<file path="config.mk">
export PLATFORM = sky130hd
export DESIGN_NAME = first_fit_block_allocator_flat
export DESIGN_NICKNAME = d
export VERILOG_FILES = /design/src/hdl/ffba_pkg.sv /design/src/hdl/ffba_if.sv /design/src/hdl/ffba_cell.sv /design/src/hdl/first_fit_block_allocator.sv /design/src/flat_wrapper.sv
export SDC_FILE = /design/constraint.sdc
export NUM_CORES = 2
export LEC_CHECK = 0
export BUFFER_PORTS_ARGS = -buffer_cell sky130_fd_sc_hd__buf_2
export CAP_MARGIN = 15
export CORE_MARGIN = 5
export CORE_UTILIZATION = 45
export CTS_BUF_LIST = sky130_fd_sc_hd__clkbuf_4
export CTS_CLUSTER_SIZE = 12
export DETAILED_ROUTE_END_ITERATION = 12
export GPL_TIMING_DRIVEN = 0
export PLACE_DENSITY = 0.67
export SYNTH_ARGS = -nofsm -noshare
export SYNTH_HDL_FRONTEND = slang
export SYNTH_SLANG_ARGS = --single-unit
export TNS_END_PERCENT = 30
</file>
<file path="constraint.sdc">
create_clock -name clk -period 57.1 [get_ports clk]
set_input_delay 11.42 -clock clk [delete_from_list [all_inputs] [get_ports clk]]
set_output_delay 11.42 -clock clk [all_outputs]
set_load 0.1 [all_outputs]
</file>
<file path="src/hdl/ffba_pkg.sv">
// Shared constants and the stage item type of the first-fit block allocator.
// Used by the channel interfaces, the cell, the top level and the checker.
package ffba_pkg;

  // Table geometry
  localparam int NUM_BLOCKS = 16;
  localparam int SIZE_BITS  = 16;

  // Fixed field widths of the ports
  localparam int CMD_BITS   = 1;
  localparam int IDX_BITS   = 4;
  localparam int VALUE_BITS = 16;
  localparam int CNT_BITS   = 5;

  // Cell index width and the width used to match a load index
  localparam int IDX_W   = (NUM_BLOCKS > 1) ? $clog2(NUM_BLOCKS) : 1;
  localparam int MATCH_W = (IDX_W > IDX_BITS) ? IDX_W : IDX_BITS;

  // Command codes
  localparam logic [CMD_BITS-1:0] CMD_LOAD    = 1'b0;
  localparam logic [CMD_BITS-1:0] CMD_REQUEST = 1'b1;

  // Item as it moves from cell to cell
  typedef struct packed {
    logic                 valid;
    logic [CMD_BITS-1:0]  cmd;
    logic [IDX_BITS-1:0]  block_index;
    logic [SIZE_BITS-1:0] size;
    logic                 granted;
    logic [IDX_BITS-1:0]  block_number;
    logic [SIZE_BITS-1:0] prior;
    logic [SIZE_BITS-1:0] after;
  } stage_t;

endpackage

</file>
<file path="src/hdl/ffba_if.sv">
// Valid/ready channel interfaces for the allocator's request and result items.
// Depends on ffba_pkg for the field widths.
interface ffba_req_if;
  logic                                valid;
  logic                                ready;
  logic [ffba_pkg::CMD_BITS-1:0]       cmd;
  logic [ffba_pkg::IDX_BITS-1:0]       block_index;
  logic [ffba_pkg::VALUE_BITS-1:0]     size_value;

  modport source (output valid, cmd, block_index, size_value, input ready);
  modport sink   (input valid, cmd, block_index, size_value, output ready);
endinterface

interface ffba_res_if;
  logic                                valid;
  logic                                ready;
  logic                                granted;
  logic [ffba_pkg::IDX_BITS-1:0]       block_number;
  logic [ffba_pkg::VALUE_BITS-1:0]     size_before;
  logic [ffba_pkg::VALUE_BITS-1:0]     fragment_left;

  modport source (output valid, granted, block_number, size_before, fragment_left,
                  input ready);
  modport sink   (input valid, granted, block_number, size_before, fragment_left,
                  output ready);
endinterface

</file>
<file path="src/hdl/ffba_cell.sv">
// One allocator cell: holds the free size of one block and passes the item on.
// Depends on ffba_pkg for the stage item type and widths.
module ffba_cell (
  input  logic                            clk,
  input  logic                            rst,
  input  logic                            advance,
  input  logic [ffba_pkg::IDX_W-1:0]      cell_idx,
  input  logic [ffba_pkg::CNT_BITS-1:0]   block_count,
  input  ffba_pkg::stage_t                cell_in,
  output ffba_pkg::stage_t                cell_out
);

  logic [ffba_pkg::SIZE_BITS-1:0] free_size;
  logic [ffba_pkg::SIZE_BITS-1:0] free_size_next;
  logic [ffba_pkg::SIZE_BITS-1:0] remain;
  ffba_pkg::stage_t               item_next;
  logic                           active;
  logic                           load_hit;
  logic                           fit_hit;

  // Decide whether this cell takes the load or grants the request
  always_comb begin
    active   = int'(block_count) > int'(cell_idx);
    remain   = free_size - cell_in.size;
    load_hit = cell_in.valid && (cell_in.cmd == ffba_pkg::CMD_LOAD) &&
               (ffba_pkg::MATCH_W'(cell_in.block_index) == ffba_pkg::MATCH_W'(cell_idx));
    fit_hit  = cell_in.valid && (cell_in.cmd == ffba_pkg::CMD_REQUEST) &&
               !cell_in.granted && active && (free_size >= cell_in.size);

    item_next      = cell_in;
    free_size_next = free_size;
    if (load_hit) begin
      free_size_next = cell_in.size;
    end else if (fit_hit) begin
      free_size_next         = remain;
      item_next.granted      = 1'b1;
      item_next.block_number = ffba_pkg::IDX_BITS'(cell_idx);
      item_next.prior        = free_size;
      item_next.after        = remain;
    end
  end

  // Hold the block size and advance the item with the chain
  always_ff @(posedge clk) begin
    if (rst) begin
      free_size      <= '0;
      cell_out.valid <= 1'b0;
    end else if (advance) begin
      free_size <= free_size_next;
      cell_out  <= item_next;
    end
  end

endmodule

</file>
<file path="src/hdl/first_fit_block_allocator.sv">
// First-fit block allocator: a chain of NUM_BLOCKS cells, one block each.
// An accepted item passes through the NUM_BLOCKS cell registers, then the result register.
// Throughput: one item per cycle while results are taken; the chain stalls as one.
// Reset clears every block size, the block count and all valid flags at once.
module first_fit_block_allocator (
  input  logic                            clk,
  input  logic                            rst,
  input  logic                            cfg_we,
  input  logic [ffba_pkg::CNT_BITS-1:0]   cfg_data,
  ffba_req_if.sink                        req,
  ffba_res_if.source                      res
);

  logic [ffba_pkg::CNT_BITS-1:0] block_count;
  logic                          advance;
  logic                          res_valid;
  ffba_pkg::stage_t              res_item;
  ffba_pkg::stage_t              stage [ffba_pkg::NUM_BLOCKS+1];

  // Move the whole chain when the result register is free or being taken
  assign advance   = !res_valid || res.ready;
  assign req.ready = advance;

  // Build the item entering the first cell
  always_comb begin
    stage[0]              = '0;
    stage[0].valid        = req.valid;
    stage[0].cmd          = req.cmd;
    stage[0].block_index  = req.block_index;
    stage[0].size         = ffba_pkg::SIZE_BITS'(req.size_value);
  end

  // Hold the block count register
  always_ff @(posedge clk) begin
    if (rst) begin
      block_count <= '0;
    end else if (cfg_we) begin
      block_count <= cfg_data;
    end
  end

  // Chain of block cells
  for (genvar k = 0; k < ffba_pkg::NUM_BLOCKS; k++) begin : g_cell
    ffba_cell u_cell (
      .clk         (clk),
      .rst         (rst),
      .advance     (advance),
      .cell_idx    (ffba_pkg::IDX_W'(k)),
      .block_count (block_count),
      .cell_in     (stage[k]),
      .cell_out    (stage[k+1])
    );
  end

  // Capture the finished item into the result register
  always_ff @(posedge clk) begin
    if (rst) begin
      res_valid <= 1'b0;
    end else if (advance) begin
      res_valid <= stage[ffba_pkg::NUM_BLOCKS].valid;
      res_item  <= stage[ffba_pkg::NUM_BLOCKS];
    end
  end

  assign res.valid         = res_valid;
  assign res.granted       = res_item.granted;
  assign res.block_number  = res_item.block_number;
  assign res.size_before   = ffba_pkg::VALUE_BITS'(res_item.prior);
  assign res.fragment_left = ffba_pkg::VALUE_BITS'(res_item.after);

endmodule

</file>
<file path="src/flat_wrapper.sv">
// flat-port wrapper written by rule: the top's interface ports become plain ports
module first_fit_block_allocator_flat 
  (clk, rst, cfg_we, cfg_data, req_valid, req_cmd, req_block_index, req_size_value, req_ready, res_valid, res_granted, res_block_number, res_size_before, res_fragment_left, res_ready);
  ffba_req_if req_i ();
  ffba_res_if res_i ();
  input  logic clk;
  input  logic rst;
  input  logic cfg_we;
  input  logic [ffba_pkg::CNT_BITS-1:0] cfg_data;
  input wire logic [$bits(req_i.valid)-1:0] req_valid;
  input wire logic [$bits(req_i.cmd)-1:0] req_cmd;
  input wire logic [$bits(req_i.block_index)-1:0] req_block_index;
  input wire logic [$bits(req_i.size_value)-1:0] req_size_value;
  output wire logic [$bits(req_i.ready)-1:0] req_ready;
  output wire logic [$bits(res_i.valid)-1:0] res_valid;
  output wire logic [$bits(res_i.granted)-1:0] res_granted;
  output wire logic [$bits(res_i.block_number)-1:0] res_block_number;
  output wire logic [$bits(res_i.size_before)-1:0] res_size_before;
  output wire logic [$bits(res_i.fragment_left)-1:0] res_fragment_left;
  input wire logic [$bits(res_i.ready)-1:0] res_ready;
  assign req_i.valid = req_valid;
  assign req_i.cmd = req_cmd;
  assign req_i.block_index = req_block_index;
  assign req_i.size_value = req_size_value;
  assign req_ready = req_i.ready;
  assign res_valid = res_i.valid;
  assign res_granted = res_i.granted;
  assign res_block_number = res_i.block_number;
  assign res_size_before = res_i.size_before;
  assign res_fragment_left = res_i.fragment_left;
  assign res_i.ready = res_ready;
  first_fit_block_allocator u_core (.clk(clk), .rst(rst), .cfg_we(cfg_we), .cfg_data(cfg_data), .req(req_i), .res(res_i));
endmodule
</file>
==> results.yml <==
routing:
  dr.pass1.iters: 5
  wl_um: 168900
  route.antenna.remaining_nets: 0
  drt_iter0_markers: 3988
  remaining_drc_errors: 0
  wl_per_cell_um: 21.98
  vias: 43260
  vias_per_cell: 5.629
layout:
  num-nets-final: 5979
  syn2layout_area_growth_pct: 12.39
  final_cell_area_um2: 67270
  drive_above_1_share: 0.1916
  fillCellCount: 11690
  finalNonFillerCells: 7686
  post-route-util: 0.5104
clock_tree:
  cts_buffers: 332
  cts.reportedPaths.clkPinSlew_ps: 60
  cts_root_buf: "clkbuf_4"
  cts_tree: "done"
  post_cts_resized: 0
  htreeDepth: 5
  cts.sinks: 1207
  postCtsSetupBuffers: 0
  cts.path.max_buffers: 4
  insertion_delay_ps: 1240
  cts_hold_buffers: 0
logic_synthesis:
  ys_async_sr_fraction: 0
  synth_nets: 5543
  ys_ff_latch: 1207
  synth_top_area_cell: "edfxtp_1"
  postSynthCellCount: 5240
  synth_common_cells: "edfxtp_1, nand2_1, nor2_1, mux2_2, inv_1"
  ys_seq_area_frac: 0.5591
  synth_edf_count: 929
  synth.distinct_cells: 90
  yosysTopAreaCellShare: 0.4661
  syn-mean-instance-area_um2: 11.42
  synth_area_leaders: "edfxtp_1, dfxtp_1, mux2_2"
  synthFlopType: "edfxtp_1"
  syn-cell-area_um2: 59850
  ys.warnings.count: 0
  post-synth-top-count-cell: "edfxtp_1"
timing:
  slew_violations: 0
  fin_setup_tns_ps: 0
  rsz0062_at_grt: "false"
  post-route-period-util: 0.4482
  hold_violations: 0
  max_freq_mhz: 39.08
  tightestPinTransition_ps: 1264
  relSlewSlack: 0.1574
  finalCriticalPeriod_ps: 25590
  worst_slack_ps: 31510
  clock_skew_ps: 93.48
  setup_violations: 0
worst_setup_path:
  r2r-start: "u_core.res.valid$_SDFFE_PP0N_"
  critPathKind: "in2out"
  crit_start: "res_ready"
  cp-start-kind: "primary input"
  arrival_ps: 14170
  reg2reg_slack_ps: 51770
  regToRegEndpoint: "u_core.g_cell[7].u_cell.cell_out[29]$_DFFE_PP_"
  critPathCaptureType: "output pin"
  cp.required_ps: 45680
  crit_fanout: 10
  worst_r2r_path_depth: 13
floorplanning:
  die_height_um: 374.7
  num_rows: 133
  die_w_um: 374.7
  start_util: 0.4541
  io_pins: 70
  coreArea_um2: 131800
  die_area_um2: 140400
place:
  globalplace.congestion: 0.9244
  postPlaceCellArea_um2: 63090
  io_buffers: 67
  dp_hpwl_um: 126100
  dpl.cell_count: 7096
  pre_cts_slack_ps: 31520
min_path:
  holdPathStages: 0
  min_from: "u_core.g_cell[15].u_cell.cell_out[19]$_DFFE_PP_"
  hold-path-endpoint: "u_core.res.size_before[3]$_DFFE_PP_"
  holdCritPathClass: "reg2reg"
grt:
  grt_overflow_total: 0
  antenna_found_initial: 8
  grt_max_degree: 38
  grt_pass1_wl_um: 253300
  grtUsageTotal: 0.2342
  grt_pass1_vias: 42190
power_and_ir_drop:
  vdd_drop_max_mv: 0.02264
  p_per_area_nw_per_um2: 28.45
  p_leak_nw: 26.69
run:
  maxCapViolCount: 0
run_status:
  status: "finished, final reports clean"
## cells in the final DEF (no fill, tap or decap), drive strengths merged, types with 40 or more instances in the layout
| cell | count |
|---|---|
| a311oi | 92 |
| nand2 | 562 |
| a31oi | 49 |
| nor2 | 408 |
| mux2i | 66 |
| o21ai | 245 |
| nand3 | 51 |
| dfxtp | 278 |
| nand4 | 52 |
| clkinv | 75 |
| a21o | 90 |
| a21oi | 326 |
| ha | 256 |
| xor2 | 81 |
| mux2 | 380 |
| or2 | 40 |
| edfxtp | 929 |
| a211oi | 111 |
| buf | 179 |
| xnor2 | 131 |
| clkbuf | 662 |
| o21a | 52 |
| o211ai | 41 |
| inv | 341 |
| nor2b | 45 |
## worst max-delay path by stage
stage,endpoint,cells after the start
after floorplan,u_core.g_cell[0].u_cell.cell_out[0]$_SDFFCE_PP0P_,6
after global placement,u_core.g_cell[6].u_cell.cell_out[50]$_DFFE_PP_,7
after detailed placement,req_ready,8
after CTS,req_ready,8
after global routing,req_ready,8
final,req_ready,8
## flip-flops by register name, summed over array words and instances, names as in the netlist
name                            count
u_core.block_count                  5
u_core.g_cell.u_cell.cell_out     908
u_core.g_cell.u_cell.free_size    256
u_core.res.block_number             4
u_core.res.fragment_left           16
u_core.res.granted                  1
u_core.res.size_before             16
u_core.res.valid                    1
## metrics by stage
stage	hold slack [ps]	power (mW)
floorplan	400.3	1.149
global placement	402.0	1.213
detailed placement	404.5	1.159
CTS	398.6	1.934
global route	414.1	1.997
finish	396.1	1.914
## worst max-delay path, cell delays in order
cell	delay [ps]
buf_2	80
nor2b_1	40
clkbuf_2	480
inv_1	480
buf_2	580
buf_1	360
buf_8	220
buf_2	450
## cells by family (layout without fill, tap and decap cells)
group / Yosys count / after routing / synth area share
compound gates: 1164 / 1164 / 0.1267
buf+inv: 577 / 1260 / 0.03825
flops: 1207 / 1207 / 0.5591
fa+ha+maj: 272 / 272 / 0.05887
xor+xnor: 212 / 212 / 0.03102
mux: 446 / 446 / 0.08372
simple gates: 1362 / 1362 / 0.1024
other cells: 0 / 8 / 0
## layout make-up
cell class                      instances  area, µm²  share of cell area
Clock inverter                         82      402.9            0.005989
Sequential cell                      1207      33460              0.4975
Tap cell                             1755       2196             0.03264
Multi-Input combinational cell       3456      24110              0.3585
Inverter                              337       1265             0.01881
Antenna cell                            8      20.02           0.0002976
Buffer                                240       1030             0.01531
Clock buffer                          499       3746             0.05569
Timing Repair Buffer                  102       1031             0.01533
## per-layer routing
layer / up-vias / share of wire / GRT usage
met3: 367 / 0.068 / 0.04745
met4: 2 / 0.036 / 0.09451
li1: 20290 / - / -
met1: 21040 / 0.43 / 0.3132
met5: - / 0.000041 / 0
met2: 1569 / 0.47 / 0.3751
## power breakdown
part           internal (mW)  switching (mW)
clock                  0.412           0.361
combinational         0.0455          0.0846
sequential             0.989          0.0226
(Power assumes the default switching activity.)
